### src/design/fwq_pkg.sv
package fwq_pkg;

  localparam int AddrW  = 64;
  localparam int WordW  = 32;
  localparam int PidW   = 4;
  localparam int TotW   = 5;
  localparam int MaxRes = 16;

  localparam logic [63:0] MultReset = 64'h9E3779B97F4A7C15;

  typedef enum logic [1:0] {
    ST_ENQUEUED = 2'd0,
    ST_MISMATCH = 2'd1,
    ST_NO_PROC  = 2'd2,
    ST_WAKE     = 2'd3
  } status_t;

  typedef enum logic {
    CMD_WAIT = 1'b0,
    CMD_WAKE = 1'b1
  } cmd_t;

  typedef struct packed {
    logic              command;
    logic [AddrW-1:0]  address;
    logic [PidW-1:0]   caller_pid;
    logic              caller_present;
    logic signed [WordW-1:0] word_now;
    logic signed [WordW-1:0] expected_value;
    logic signed [WordW-1:0] wake_limit;
  } in_item_t;

  typedef struct packed {
    logic [1:0]       status;
    logic             woken_valid;
    logic [PidW-1:0]  woken_pid;
    logic [TotW-1:0]  woken_total;
    logic             last;
  } out_item_t;

  // controller to datapath
  typedef struct packed {
    logic load;
    logic hash1;
    logic mul0;
    logic mul1;
    logic mul2;
    logic hash3;
    logic mod_step;
    logic wait_exec;
    logic wake_init;
    logic walk_read;
    logic walk_step;
  } dp_cmd_t;

  // datapath to controller
  typedef struct packed {
    logic is_wake;
    logic mod_more;
    logic walk_more;
    logic hit;
    logic held;
  } dp_stat_t;

endpackage

### src/design/fwq_if.sv
interface fwq_in_if;
  import fwq_pkg::*;
  logic     valid;
  logic     ready;
  in_item_t data;
  modport source (output valid, output data, input ready);
  modport sink (input valid, input data, output ready);
endinterface

interface fwq_out_if;
  import fwq_pkg::*;
  logic      valid;
  logic      ready;
  out_item_t data;
  modport source (output valid, output data, input ready);
  modport sink (input valid, input data, output ready);
endinterface

### src/design/fwq_ctrl.sv
module fwq_ctrl (
  input  logic              clk,
  input  logic              rst_n,
  input  logic              in_valid,
  output logic              in_ready,
  output logic              res_push,
  input  logic              res_full,
  output fwq_pkg::dp_cmd_t  cmd,
  input  fwq_pkg::dp_stat_t stat
);
  import fwq_pkg::*;

  typedef enum logic [10:0] {
    S_IDLE  = 11'b00000000001,
    S_H1    = 11'b00000000010,
    S_M0    = 11'b00000000100,
    S_M1    = 11'b00000001000,
    S_M2    = 11'b00000010000,
    S_H3    = 11'b00000100000,
    S_MOD   = 11'b00001000000,
    S_EXEC  = 11'b00010000000,
    S_READ  = 11'b00100000000,
    S_STEP  = 11'b01000000000,
    S_FIN   = 11'b10000000000
  } state_t;

  state_t state_r, state_nxt;

  always_ff @(posedge clk) begin
    if (!rst_n) state_r <= S_IDLE;
    else        state_r <= state_nxt;
  end

  always_comb begin
    state_nxt = state_r;
    cmd       = '0;
    in_ready  = 1'b0;
    res_push  = 1'b0;
    unique case (state_r)
      S_IDLE: begin
        in_ready = 1'b1;
        if (in_valid) begin
          cmd.load  = 1'b1;
          state_nxt = S_H1;
        end
      end
      S_H1: begin
        cmd.hash1 = 1'b1;
        state_nxt = S_M0;
      end
      S_M0: begin
        cmd.mul0  = 1'b1;
        state_nxt = S_M1;
      end
      S_M1: begin
        cmd.mul1  = 1'b1;
        state_nxt = S_M2;
      end
      S_M2: begin
        cmd.mul2  = 1'b1;
        state_nxt = S_H3;
      end
      S_H3: begin
        cmd.hash3 = 1'b1;
        state_nxt = S_MOD;
      end
      S_MOD: begin
        if (stat.mod_more) cmd.mod_step = 1'b1;
        else state_nxt = S_EXEC;
      end
      S_EXEC: begin
        if (!stat.is_wake) begin
          if (!res_full) begin
            cmd.wait_exec = 1'b1;
            res_push      = 1'b1;
            state_nxt     = S_IDLE;
          end
        end else begin
          cmd.wake_init = 1'b1;
          state_nxt     = S_READ;
        end
      end
      S_READ: begin
        if (!stat.walk_more) state_nxt = S_FIN;
        else begin
          cmd.walk_read = 1'b1;
          state_nxt     = S_STEP;
        end
      end
      S_STEP: begin
        if (!(stat.hit && stat.held && res_full)) begin
          cmd.walk_step = 1'b1;
          res_push      = stat.hit && stat.held;
          state_nxt     = S_READ;
        end
      end
      S_FIN: begin
        if (!res_full) begin
          res_push  = 1'b1;
          state_nxt = S_IDLE;
        end
      end
      default: state_nxt = S_IDLE;
    endcase
  end

endmodule

### src/design/fwq_dp.sv
module fwq_dp #(
  parameter int PROCS   = 16,
  parameter int BUCKETS = 16
) (
  input  logic               clk,
  input  logic               rst_n,
  input  logic               cfg_we,
  input  logic [63:0]        cfg_wdata,
  input  fwq_pkg::in_item_t  in_data,
  input  fwq_pkg::dp_cmd_t   cmd,
  output fwq_pkg::dp_stat_t  stat,
  input  logic               fin,
  output fwq_pkg::out_item_t res
);
  import fwq_pkg::*;

  localparam int PW = (PROCS > 1) ? $clog2(PROCS) : 1;
  localparam int BW = (BUCKETS > 1) ? $clog2(BUCKETS) : 1;
  localparam int LW = PW + 1;
  localparam int MW = BW + 4;
  localparam bit BPOW2 = (BUCKETS & (BUCKETS - 1)) == 0;

  logic [63:0] mult_r;
  in_item_t    item_r;
  logic [63:0] h_r;
  logic [63:0] acc_r;
  logic [BW-1:0] bkt_r;
  logic [4:0]    mcnt_r;

  logic [LW-1:0] head_r [BUCKETS];
  logic [LW-1:0] tail_r [BUCKETS];
  logic [BUCKETS-1:0] bvalid_r;
  logic [LW-1:0] next_r [PROCS];
  logic [63:0]   waddr_r [PROCS];
  logic [PROCS-1:0] blk_r;

  logic [LW-1:0] cur_r, prev_r, nxt_r;
  logic [TotW-1:0] woken_r, limit_r;
  logic [PW:0]     steps_r;
  logic            hit_r;
  logic            hold_v_r;
  logic [PidW-1:0] hold_pid_r;
  logic [TotW-1:0] hold_tot_r;

  logic [LW-1:0] hd, tl;
  logic [63:0]   w0, hf;
  logic [31:0]   op_a, op_b;
  logic [63:0]   prod;
  logic [MW-1:0] mt;
  logic          pid_ok, no_proc;
  logic [PW-1:0] pid_ix, cur_ix, prev_ix;

  assign w0     = {2'b00, item_r.address[63:2]};
  assign hf     = h_r ^ (h_r >> 13);
  assign op_a   = cmd.mul1 ? h_r[63:32] : h_r[31:0];
  assign op_b   = cmd.mul2 ? mult_r[63:32] : mult_r[31:0];
  assign prod   = op_a * op_b;
  assign hd     = bvalid_r[bkt_r] ? head_r[bkt_r] : LW'(PROCS);
  assign tl     = bvalid_r[bkt_r] ? tail_r[bkt_r] : LW'(PROCS);
  assign pid_ok = {1'b0, item_r.caller_pid} < (PidW+1)'(PROCS);
  assign pid_ix = PW'(item_r.caller_pid);
  assign no_proc = !item_r.caller_present || !pid_ok || blk_r[pid_ix];
  assign cur_ix  = cur_r[PW-1:0];
  assign prev_ix = prev_r[PW-1:0];

  // one 4-bit digit of the bucket remainder
  always_comb begin
    mt = {bkt_r, h_r[63:60]};
    for (int k = 3; k >= 0; k--) begin
      if (mt >= (MW'(BUCKETS) << k)) mt = mt - (MW'(BUCKETS) << k);
    end
  end

  assign stat.is_wake   = item_r.command == CMD_WAKE;
  assign stat.mod_more  = mcnt_r != 5'd0;
  assign stat.walk_more = (cur_r < LW'(PROCS)) && (woken_r < limit_r)
                          && (steps_r < (PW+1)'(PROCS));
  assign stat.hit       = hit_r;
  assign stat.held      = hold_v_r;

  always_ff @(posedge clk) begin
    if (!rst_n) mult_r <= MultReset;
    else if (cfg_we) mult_r <= cfg_wdata;
  end

  always_ff @(posedge clk) begin
    if (cmd.load) item_r <= in_data;
    if (cmd.hash1) h_r <= w0 ^ (w0 >> 16);
    else if (cmd.mul2) h_r <= acc_r + {prod[31:0], 32'h0};
    else if (cmd.hash3 && !BPOW2) h_r <= hf;
    else if (cmd.mod_step) h_r <= h_r << 4;
    if (cmd.mul0) acc_r <= prod;
    else if (cmd.mul1) acc_r <= acc_r + {prod[31:0], 32'h0};
    if (cmd.hash3) begin
      bkt_r  <= BPOW2 ? BW'(hf & 64'(BUCKETS - 1)) : '0;
      mcnt_r <= BPOW2 ? 5'd0 : 5'd16;
    end else if (cmd.mod_step) begin
      bkt_r  <= mt[BW-1:0];
      mcnt_r <= mcnt_r - 1'b1;
    end
    if (cmd.walk_read) begin
      nxt_r <= next_r[cur_ix];
      hit_r <= (waddr_r[cur_ix] == item_r.address) && blk_r[cur_ix];
    end
  end

  always_ff @(posedge clk) begin
    if (!rst_n) begin
      bvalid_r <= '0;
      blk_r    <= '0;
    end else if (cmd.wait_exec) begin
      if (!no_proc && item_r.word_now == item_r.expected_value) begin
        blk_r[pid_ix]   <= 1'b1;
        next_r[pid_ix]  <= LW'(PROCS);
        waddr_r[pid_ix] <= item_r.address;
        if (hd >= LW'(PROCS) || tl >= LW'(PROCS)) head_r[bkt_r] <= LW'(pid_ix);
        else next_r[tl[PW-1:0]] <= LW'(pid_ix);
        tail_r[bkt_r]   <= LW'(pid_ix);
        if (!bvalid_r[bkt_r]) begin
          bvalid_r[bkt_r] <= 1'b1;
          head_r[bkt_r]   <= LW'(pid_ix);
        end
      end
    end else if (cmd.walk_step && hit_r) begin
      if (prev_r >= LW'(PROCS)) head_r[bkt_r] <= nxt_r;
      else next_r[prev_ix] <= nxt_r;
      if (tl == cur_r) tail_r[bkt_r] <= prev_r;
      next_r[cur_ix]  <= LW'(PROCS);
      waddr_r[cur_ix] <= '0;
      blk_r[cur_ix]   <= 1'b0;
    end
  end

  logic [TotW-1:0] tot1;
  assign tot1 = woken_r + 1'b1;

  always_ff @(posedge clk) begin
    if (cmd.wake_init) begin
      cur_r    <= hd;
      prev_r   <= LW'(PROCS);
      woken_r  <= '0;
      steps_r  <= '0;
      hold_v_r <= 1'b0;
      if (item_r.wake_limit <= 0) limit_r <= '0;
      else if (item_r.wake_limit > MaxRes) limit_r <= TotW'(MaxRes);
      else limit_r <= TotW'(item_r.wake_limit);
    end else if (cmd.walk_step) begin
      steps_r <= steps_r + 1'b1;
      cur_r   <= nxt_r;
      if (hit_r) begin
        woken_r    <= tot1;
        hold_v_r   <= 1'b1;
        hold_pid_r <= PidW'(cur_r);
        hold_tot_r <= tot1;
      end else begin
        prev_r <= cur_r;
      end
    end
  end

  always_comb begin
    res = '0;
    res.last = 1'b1;
    if (cmd.wait_exec) begin
      if (no_proc) res.status = ST_NO_PROC;
      else if (item_r.word_now != item_r.expected_value) res.status = ST_MISMATCH;
      else res.status = ST_ENQUEUED;
    end else begin
      res.status = ST_WAKE;
      if (!fin || hold_v_r) begin
        res.woken_valid = 1'b1;
        res.woken_pid   = hold_pid_r;
        res.woken_total = hold_tot_r;
      end
      if (!fin) res.last = 1'b0;
    end
  end

endmodule

### src/design/futex_wait_queue_engine.sv
// Hashed futex wait queues. Every item starts with the address hash: a shift and xor step,
// three steps on one 32 by 32 multiplier building the low 64 bits of the product, a second
// shift and xor step and a state to settle the bucket, plus 16 steps of 4-bit remainder when
// BUCKETS is not a power of two. A wait then ends in one more state with one transfer. A wake
// sets up the walk, passes a read and a step state for each queue entry it visits (at most
// PROCS, stopping once wake_limit, clamped to 0..16, processes are woken) and then finishes.
// Each woken process gives one transfer, held back one step so that the final one carries
// last; a wake that wakes nobody ends with one empty report. A full result register holds the
// walk where it is. One item is in work at a time; the result register lets the last transfer
// wait while the next item is taken. The user must write the multiplier register through
// cfg_we/cfg_wdata only while nothing is in flight; the block itself does not enforce this.
module futex_wait_queue_engine #(
  parameter int PROCS   = 16,
  parameter int BUCKETS = 16
) (
  input  logic        clk,
  input  logic        rst_n,
  input  logic        cfg_we,
  input  logic [63:0] cfg_wdata,
  fwq_in_if.sink      in_ch,
  fwq_out_if.source   out_ch
);
  import fwq_pkg::*;

  dp_cmd_t   cmd;
  dp_stat_t  stat;
  out_item_t res;
  logic      res_push, res_full, fin;
  logic      ov_r;
  out_item_t od_r;

  assign res_full = ov_r && !out_ch.ready;
  assign fin = res_push && !cmd.wait_exec && !cmd.walk_step;

  fwq_ctrl u_ctrl (
    .clk(clk), .rst_n(rst_n), .in_valid(in_ch.valid), .in_ready(in_ch.ready),
    .res_push(res_push), .res_full(res_full), .cmd(cmd), .stat(stat)
  );

  fwq_dp #(.PROCS(PROCS), .BUCKETS(BUCKETS)) u_dp (
    .clk(clk), .rst_n(rst_n), .cfg_we(cfg_we), .cfg_wdata(cfg_wdata),
    .in_data(in_ch.data), .cmd(cmd), .stat(stat), .fin(fin), .res(res)
  );

  always_ff @(posedge clk) begin
    if (!rst_n) ov_r <= 1'b0;
    else if (res_push) ov_r <= 1'b1;
    else if (out_ch.ready) ov_r <= 1'b0;
  end

  always_ff @(posedge clk) begin
    if (res_push) od_r <= res;
  end

  assign out_ch.valid = ov_r;
  assign out_ch.data  = od_r;

  a_no_overrun: assert property (@(posedge clk) disable iff (!rst_n)
    res_push |-> !res_full) else $error("result overrun");
  a_wait_last: assert property (@(posedge clk) disable iff (!rst_n)
    cmd.wait_exec |-> res.last) else $error("wait result not last");
  a_accept_idle: assert property (@(posedge clk) disable iff (!rst_n)
    (in_ch.valid && in_ch.ready) |=> !in_ch.ready) else $error("double accept");

endmodule
### src/flat_wrapper.sv
// flat-port wrapper written by rule: the top's interface ports become plain ports
module futex_wait_queue_engine_flat import fwq_pkg::*;
#(
  parameter int PROCS   = 16,
  parameter int BUCKETS = 16
)
  (clk, rst_n, cfg_we, cfg_wdata, in_ch_valid, in_ch_data, in_ch_ready, out_ch_valid, out_ch_data, out_ch_ready);
  fwq_in_if in_ch_i ();
  fwq_out_if out_ch_i ();
  input  logic clk;
  input  logic rst_n;
  input  logic cfg_we;
  input  logic [63:0] cfg_wdata;
  input wire logic [$bits(in_ch_i.valid)-1:0] in_ch_valid;
  input wire logic [$bits(in_ch_i.data)-1:0] in_ch_data;
  output wire logic [$bits(in_ch_i.ready)-1:0] in_ch_ready;
  output wire logic [$bits(out_ch_i.valid)-1:0] out_ch_valid;
  output wire logic [$bits(out_ch_i.data)-1:0] out_ch_data;
  input wire logic [$bits(out_ch_i.ready)-1:0] out_ch_ready;
  assign in_ch_i.valid = in_ch_valid;
  assign in_ch_i.data = in_ch_data;
  assign in_ch_ready = in_ch_i.ready;
  assign out_ch_valid = out_ch_i.valid;
  assign out_ch_data = out_ch_i.data;
  assign out_ch_i.ready = out_ch_ready;
  futex_wait_queue_engine #(.PROCS(PROCS), .BUCKETS(BUCKETS)) u_core (.clk(clk), .rst_n(rst_n), .cfg_we(cfg_we), .cfg_wdata(cfg_wdata), .in_ch(in_ch_i), .out_ch(out_ch_i));
endmodule
### config.mk
export PLATFORM = sky130hd
export DESIGN_NAME = futex_wait_queue_engine_flat
export DESIGN_NICKNAME = d
export VERILOG_FILES = /design/src/design/fwq_pkg.sv /design/src/design/fwq_if.sv /design/src/design/fwq_ctrl.sv /design/src/design/fwq_dp.sv /design/src/design/futex_wait_queue_engine.sv /design/src/flat_wrapper.sv
export SDC_FILE = /design/constraint.sdc
export NUM_CORES = 2
export LEC_CHECK = 0
export BUFFER_PORTS_ARGS = -buffer_cell sky130_fd_sc_hd__buf_2
export CORE_MARGIN = 2
export CORE_UTILIZATION = 55
export CTS_CLUSTER_DIAMETER = 150
export CTS_CLUSTER_SIZE = 8
export DETAILED_ROUTE_END_ITERATION = 10
export GPL_ROUTABILITY_DRIVEN = 1
export GPL_TIMING_DRIVEN = 0
export PLACE_DENSITY = 0.78
export SYNTH_ARGS = -nofsm -noshare
export SYNTH_HDL_FRONTEND = slang
export SYNTH_SLANG_ARGS = --single-unit
### constraint.sdc
create_clock -name clk -period 19.3 [get_ports clk]
set_input_delay 3.86 -clock clk [delete_from_list [all_inputs] [get_ports clk]]
set_output_delay 3.86 -clock clk [all_outputs]
set_load 0.05 [all_outputs]
Yosys cells after proc, flatten, opt, wreduce, memory -nomap -nowiden
Memory sizes are Yosys's and may differ from the RTL's. A register that Yosys moved wholly into a read port is not among the register bits. Cells that the tools add are included.

Add/sub/neg operators: 8. Multiply operators: 1. Order comparisons: 18. Equality and inequality tests: 19. Multiplexer cells: 119. Bitwise operators: 14. Reductions and logical operators: 41.

Operator list (count): two-way mux 64 bit (6); case mux 11 bit (11 select lines) (1); two-way mux 1 bit (70); two-way mux 11 bit (6); adder 64 bit (1); == test 64 bit (1); multiplier 32 x 32 -> 64 bit (1); two-way mux 32 bit (2); OR reduction 64 bit (1); XOR 62 x 46 -> 62 bit (1); two-way mux 5 bit (10); two-way mux 16 bit (3); two-way mux 4 bit (9); == test 32 bit (1); > comparator 32 x 6 -> 1 bit, second input constant (1); less-or-equal comparator 32 x 1 -> 1 bit, second input constant (1); inequality test 32 bit (1); bitwise OR 16 bit (2); two-way mux 8 bit (3); AND 16 bit (1); NOT 16 bit (1); greater-or-equal comparator 5 bit, second input constant (3); < comparator 4 x 5 -> 1 bit, second input constant (3); logical AND 1 bit (13); 43 further kinds (78).

Register bits after elaboration: 460. Memory bits (writable): 1264. Input bits: 235. Word-level logic and storage cells: 256. Memories kept: 4.

Memories: u_core.u_dp.waddr_r (depth 16, width 64, rd ports 1, clocked after memory_dff 1, wr ports 1, line fwq_dp.sv:34) `logic [63:0] waddr_r [PROCS];`; u_core.u_dp.head_r (depth 16, width 5, rd ports 1, clocked after memory_dff 1, wr ports 1, line fwq_dp.sv:30) `logic [LW-1:0] head_r [BUCKETS];`; u_core.u_dp.next_r (depth 16, width 5, rd ports 1, clocked after memory_dff 1, wr ports 2, line fwq_dp.sv:33) `logic [LW-1:0] next_r [PROCS];`; u_core.u_dp.tail_r (depth 16, width 5, rd ports 1, clocked after memory_dff 1, wr ports 1, line fwq_dp.sv:31) `logic [LW-1:0] tail_r [BUCKETS];`.

Longest topological paths before layout
Depth after elaboration: 12. Gate-level depth with buffers: 41.

By module
From an unflattened synthesis, not the netlist that was laid out.

Cell total of the unflattened synthesis: 7817. Area, all modules: 104320.1 µm².

By module, submodules not included: fwq_dp (instances 1, cells an instance 7707, area an instance 103118.9 µm², seq. area each 50158.1 µm²); fwq_ctrl (instances 1, cells an instance 93, area an instance 762.0 µm², seq. area each 220.2 µm²); futex_wait_queue_engine (instances 1, cells an instance 17, area an instance 439.2 µm², seq. area each 410.4 µm²).

Worst setup path before layout
OpenSTA, ideal clock, no wires.

Path kind: reg-to-reg. Start: register u_core.u_ctrl.state_r[7]. End: register u_core.u_dp.acc_r[61] (data pin). Setup time: 0.268 ns. Arrival: 9.914 ns. Setup slack: 9.118 ns. Cell stages (with the launch flop): 36. Buffers on the path: 5. Clock period less this slack: 10.182 ns. Cell sequence: dfxtp_1 -> clkbuf_1 -> nor3_1 -> and2_1 -> nand4_1 -> clkbuf_1 -> buf_1 -> clkbuf_1 -> mux2i_1 -> nor2_1 -> fa_1 -> inv_1 -> fa_1 -> fa_1 -> fa_1 -> inv_1 -> fa_1 -> fa_1 -> fa_1 -> fa_1 -> ha_1 -> clkbuf_1 -> a21o_1 -> o21bai_1 -> a311oi_1 -> a21oi_1 -> a41oi_1 -> xnor2_1 -> ha_1 -> a21oi_1 -> or4b_2 -> o21ai_0 -> o21ai_0 -> xor2_1 -> nand2_1 -> o21ai_0.

Longest elaborated chain between the ends: 7. Elaborated cells between the ends (all ways): 12.

Ends and longest elaborated chain: start, declared (line fwq_ctrl.sv:27) `state_t state_r, state_nxt;`; start signal, assigned (line fwq_ctrl.sv:31) `else state_r <= state_nxt;`; == test 11 x 4 -> 1 bit or == test 11 x 5 -> 1 bit (tied branches) (line fwq_ctrl.sv:39) `unique case (state_r)`; two-way mux 1 bit (line fwq_ctrl.sv:39); two-way mux 32 bit (on tied branches) (line fwq_dp.sv:55, fwq_dp.sv:56); multiplier 32 x 32 -> 64 bit (line fwq_dp.sv:57) `assign prod = op_a * op_b;`; adder 64 bit (line fwq_dp.sv:93) `else if (cmd.mul1) acc_r <= acc_r + {prod[31:0], 32'h0};`; two-way mux 64 bit (line fwq_dp.sv:93); two-way mux 64 bit (*) (line fwq_dp.sv:92) `if (cmd.mul0) acc_r <= prod;`; end signal, assigned (line fwq_dp.sv:92); end signal, assigned (line fwq_dp.sv:93); end, declared (line fwq_dp.sv:26) `logic [63:0] acc_r;`.

Every way passes the cells marked *; elsewhere a longest branch is shown, timed or not. The select of a mux whose other input is x is not followed. A chain may end at the register's enable or synchronous reset.

Worst setup path after layout
Ends and elaborated chain as after synthesis.

==> results <==
- The number of distinct library cells after synthesis is 81.
- The critical path in this run is classified as reg2reg.
- For this run, design rule violations remaining after detail routing come to 6.
- The largest fanout on the critical path is 10.
- The clock-pin transition on the worst setup and hold timing paths is 0.05 ns.
- Summed over all instances, the cell type with the most area after synthesis is sky130_fd_sc_hd__edfxtp_1.
- 250 I/O pins were placed.
- The number of failing setup endpoints in the final timing report is 0.
- For the worst setup path, the data arrival time is 14.75 ns.
- In this run the post-CTS setup repair buffer count came out at 0.
- The number of placed instances, taps included is 10700.
- The cell class contributing the biggest share of worst-path delay is adder cells.
- The count of max-cap constraint violations is 2.
- By count the netlist is led by sky130_fd_sc_hd__edfxtp_1 (1600), sky130_fd_sc_hd__nand2_1 (1077), sky130_fd_sc_hd__inv_1 (921).
- The initial cell density of the core is 0.553.
- The post-detailed-route wirelength per cell is 32.7 um.
- In this design, the critical path's most frequently occurring cell is sky130_fd_sc_hd__fa_1.
- The post-route fraction of the period consumed by the critical path is 0.734.
- Compared with the post-synthesis result, the final layout area differs by 12.2%.
- At the end of routability-driven placement, the weighted congestion stood at 1.05.
- The clock sink count is 1737.
- The longest clock path from root to sink contains 3 buffers.
- In this run the standard cell core region covers 188000 um^2.
- After synthesis the cells add up to 104000 um^2.
- The post-synthesis cell count is 7841.
- The category of the worst setup path launch point is a flop.
- The non-filler instance count after layout is 11000.
- The sequential share of the synthesized area is 0.489.
- The total count of hold-check failures in the final report came to 0.
- Once the clock tree was built, the resizer swapped 0 gates to a different size.
- The number of port buffers is 248.
- Counting the buffers created by CTS gives 235.
- The die covers 192000 um^2.
- The critical path starts at u_core.u_ctrl.state_r[7].
- The number of stages on the worst hold path is 0.
- The count of filler cells inserted in the layout is 13700.
- The worst-case hold path end point is u_core.u_dp.hold_pid_r[3].
- The number of vias per cell after detailed routing is 6.44.
- The first routing iteration left 9991 violations.
- The Yosys warning count is 0.
- The share of synthesized area in the top cell type comes to 0.463.
- The post-detailed-placement half-perimeter wirelength is 266000 um.
- The final reports fail on DRC, capacitance limit, slew limit.
- The number of max-slew violations in the final report is 22.
- The count of nets left with antenna violations once routing finished came out at 0.
- The via count is 70800.
- The synthesis-stage register bit count is 1737.
- Before CTS, the worst setup slack after placement is 5.57 ns.
- After synthesis, the share of flip-flops with an asynchronous set or reset is 0.
- The number of antenna violations at the first check in global routing is 20.
- The number of nets in the layout is 9835.
- The end of the worst register-to-register path is u_core.u_dp.acc_r[61].
- The clock period minus worst slack is 14.17 ns.
- The utilization after layout is 0.621.
- Of the cells placed in the final design, the portion with a size suffix greater than 1 is 0.135.
- The delay of the slowest cell on the worst path is 1.06 ns.
- The number of nets handed over by synthesis was 9276.
- The smallest setup slack after layout is 5.13 ns.
- The H-tree was split into 4 levels.
- The total buffers and inverters traversed by the critical path is 7.
- The worst endpoint required time is 19.87 ns.
- TritonCTS built the clock tree.
- Setup repair after global routing left no endpoint under its margin.
- The pin slew with the least headroom to its limit is 1.53 ns.
- The worst pin sits at a relative slew slack of -0.0231.
- The total overflow reported by the global router is 0.
- From bottom edge to top edge, the die measures 438 um.
- The via count of the first global-routing pass came to 73000.
- The class of the worst hold path is reg2reg.
- The worst-path cell with the longest stage delay is sky130_fd_sc_hd__nor3b_1.
- The width of the chip is 438 um.
- The clock latency on the worst-skew pair is 0.92 ns.
- By area the synthesized netlist is led by sky130_fd_sc_hd__edfxtp_1 (46%), sky130_fd_sc_hd__fa_1 (17%), sky130_fd_sc_hd__mux4_2 (8.2%), sky130_fd_sc_hd__nand2_1 (3.9%), sky130_fd_sc_hd__ha_1 (3.7%).
- The depth of the most critical reg-to-reg path is 35.
- The most repeated cell in the gate-level netlist after synthesis is sky130_fd_sc_hd__edfxtp_1.
- The tree is rooted in a sky130_fd_sc_hd__clkbuf_16.
- The number of enable-type register cells in the synthesized netlist is 1600.
- STA classifies the critical path endpoint as a flop.
- The flow ran to the end, but the final reports show violations.
- The first global-routing pass estimated 513000 um of wire.
- The reg-to-reg critical path startpoint is u_core.u_ctrl.state_r[7].
- Timing would allow up to 70.6 MHz.
- The number of placement rows is 159.
- Buffers inserted to repair hold after CTS numbered 0.
- The maximum number of pins on one net before global-route repair is 103.
- The startpoint identified for the worst hold timing path is u_core.u_dp.cur_r[3].
- The global router's overall resource usage is 0.378.
- The setup clock skew after layout is 0.106 ns.
- The pre-antenna-repair detailed-routing pass consisted of 11 iterations.
- Among all flip-flop cells after synthesis, the most frequent one is sky130_fd_sc_hd__edfxtp_1.
- The register-to-register setup slack is 5.13 ns.
- Dividing the synthesized area by the synthesized cell count gives 13.2 um^2.
- The wire length after detailed routing is 360000 um.
- For the final routed database, the setup TNS stands at 0 ns.
## per-layer routing
metal	track usage	wire (um)	vias up
met3	0.110	44500	1444
met2	0.580	163000	5573
met4	0.272	31900	14
met1	0.460	121000	35700
li1	-	-	28100
met5	0	113	-
## cell families after synthesis
family          Yosys count  share of synthesized area
simple gates           2075                     0.0847
flops                  1737                      0.489
buf+inv                1316                     0.0484
fa+ha+maj              1200                      0.210
mux                     679                      0.111
compound gates          601                     0.0368
xor+xnor                233                     0.0198
## layout by cell type, fill, tap and decap left out, types with 14 or more instances in the layout
master                      synthesis  layout
sky130_fd_sc_hd__edfxtp_1        1600    1600
sky130_fd_sc_hd__nand2_1         1077    1076
sky130_fd_sc_hd__inv_1            921     920
sky130_fd_sc_hd__fa_1             897     897
sky130_fd_sc_hd__nor2_1           595     578
sky130_fd_sc_hd__mux4_2           376     376
sky130_fd_sc_hd__clkbuf_1         291     361
sky130_fd_sc_hd__buf_2             55     304
sky130_fd_sc_hd__ha_1             303     303
sky130_fd_sc_hd__mux2i_1          256     237
sky130_fd_sc_hd__clkbuf_16          0     235
sky130_fd_sc_hd__o21ai_0          163     161
sky130_fd_sc_hd__xor2_1           144     144
sky130_fd_sc_hd__dfxtp_1          137     137
sky130_fd_sc_hd__and2_1           131     131
sky130_fd_sc_hd__a21oi_1          131     131
sky130_fd_sc_hd__xnor2_1           88      88
sky130_fd_sc_hd__a22oi_1           61      61
sky130_fd_sc_hd__nand3_1           51      51
sky130_fd_sc_hd__mux2_2            47      47
sky130_fd_sc_hd__buf_12             0      45
sky130_fd_sc_hd__buf_1             42      41
sky130_fd_sc_hd__a21o_1            36      36
sky130_fd_sc_hd__nand4_1           34      34
sky130_fd_sc_hd__o21a_1            34      34
sky130_fd_sc_hd__nor3_1            32      32
sky130_fd_sc_hd__nor2b_1           30      30
sky130_fd_sc_hd__a211oi_1          26      26
sky130_fd_sc_hd__nand2b_1          26      26
sky130_fd_sc_hd__nor4_1            26      26
sky130_fd_sc_hd__o22ai_1           25      25
sky130_fd_sc_hd__mux2i_2            0      19
sky130_fd_sc_hd__nor2_4             0      16
sky130_fd_sc_hd__a31oi_1           15      15
sky130_fd_sc_hd__diode_2            0      14
sky130_fd_sc_hd__o21bai_1          14      14
sky130_fd_sc_hd__clkinv_16          0      14
## layout make-up
type	instances	area [um^2]	share of cell area
Buffer	392	1560	0.0134
Inverter	924	3470	0.0298
Timing Repair Buffer	322	2610	0.0224
Clock inverter	16	470	0.00404
Antenna cell	14	35.0	0.000301
Multi-Input combinational cell	4788	48200	0.414
Clock buffer	309	6170	0.0530
Tap cell	2495	3120	0.0268
Sequential cell	1737	50800	0.436
## worst max path at each step
stage / endpoint / slack [ns] / depth (start not counted)
after floorplan: u_core.u_dp.acc_r[61] / 9.12 / 35
after global placement: u_core.u_dp.waddr_r[8][28] / 5.21 / 11
after detailed placement: u_core.u_dp.acc_r[61] / 5.57 / 35
after CTS: u_core.u_dp.acc_r[61] / 5.50 / 35
after global routing: u_core.u_dp.acc_r[61] / 4.92 / 41
final: u_core.u_dp.acc_r[61] / 5.13 / 35
## registers in the layout, indices dropped and copies added (netlist names), 64 cells and up, named ones only
register / cells
u_core.u_dp.mult_r: 64
u_core.u_dp.h_r: 64
u_core.u_dp.waddr_r: 1024
u_core.u_dp.tail_r: 80
u_core.u_dp.item_r: 161
u_core.u_dp.head_r: 80
u_core.u_dp.next_r: 80
u_core.u_dp.acc_r: 64
## per-stage QoR
step	hold slack [ns]	area, um^2
finish	0.447	116000
global route	0.461	116000
CTS	0.445	116000
detailed placement	0.453	110000
global placement	0.443	108000
floorplan	0.424	104000
Power is left out: the tool's default activity adds up to more than one toggle a clock period on the data nets, which glitch-free logic cannot reach.
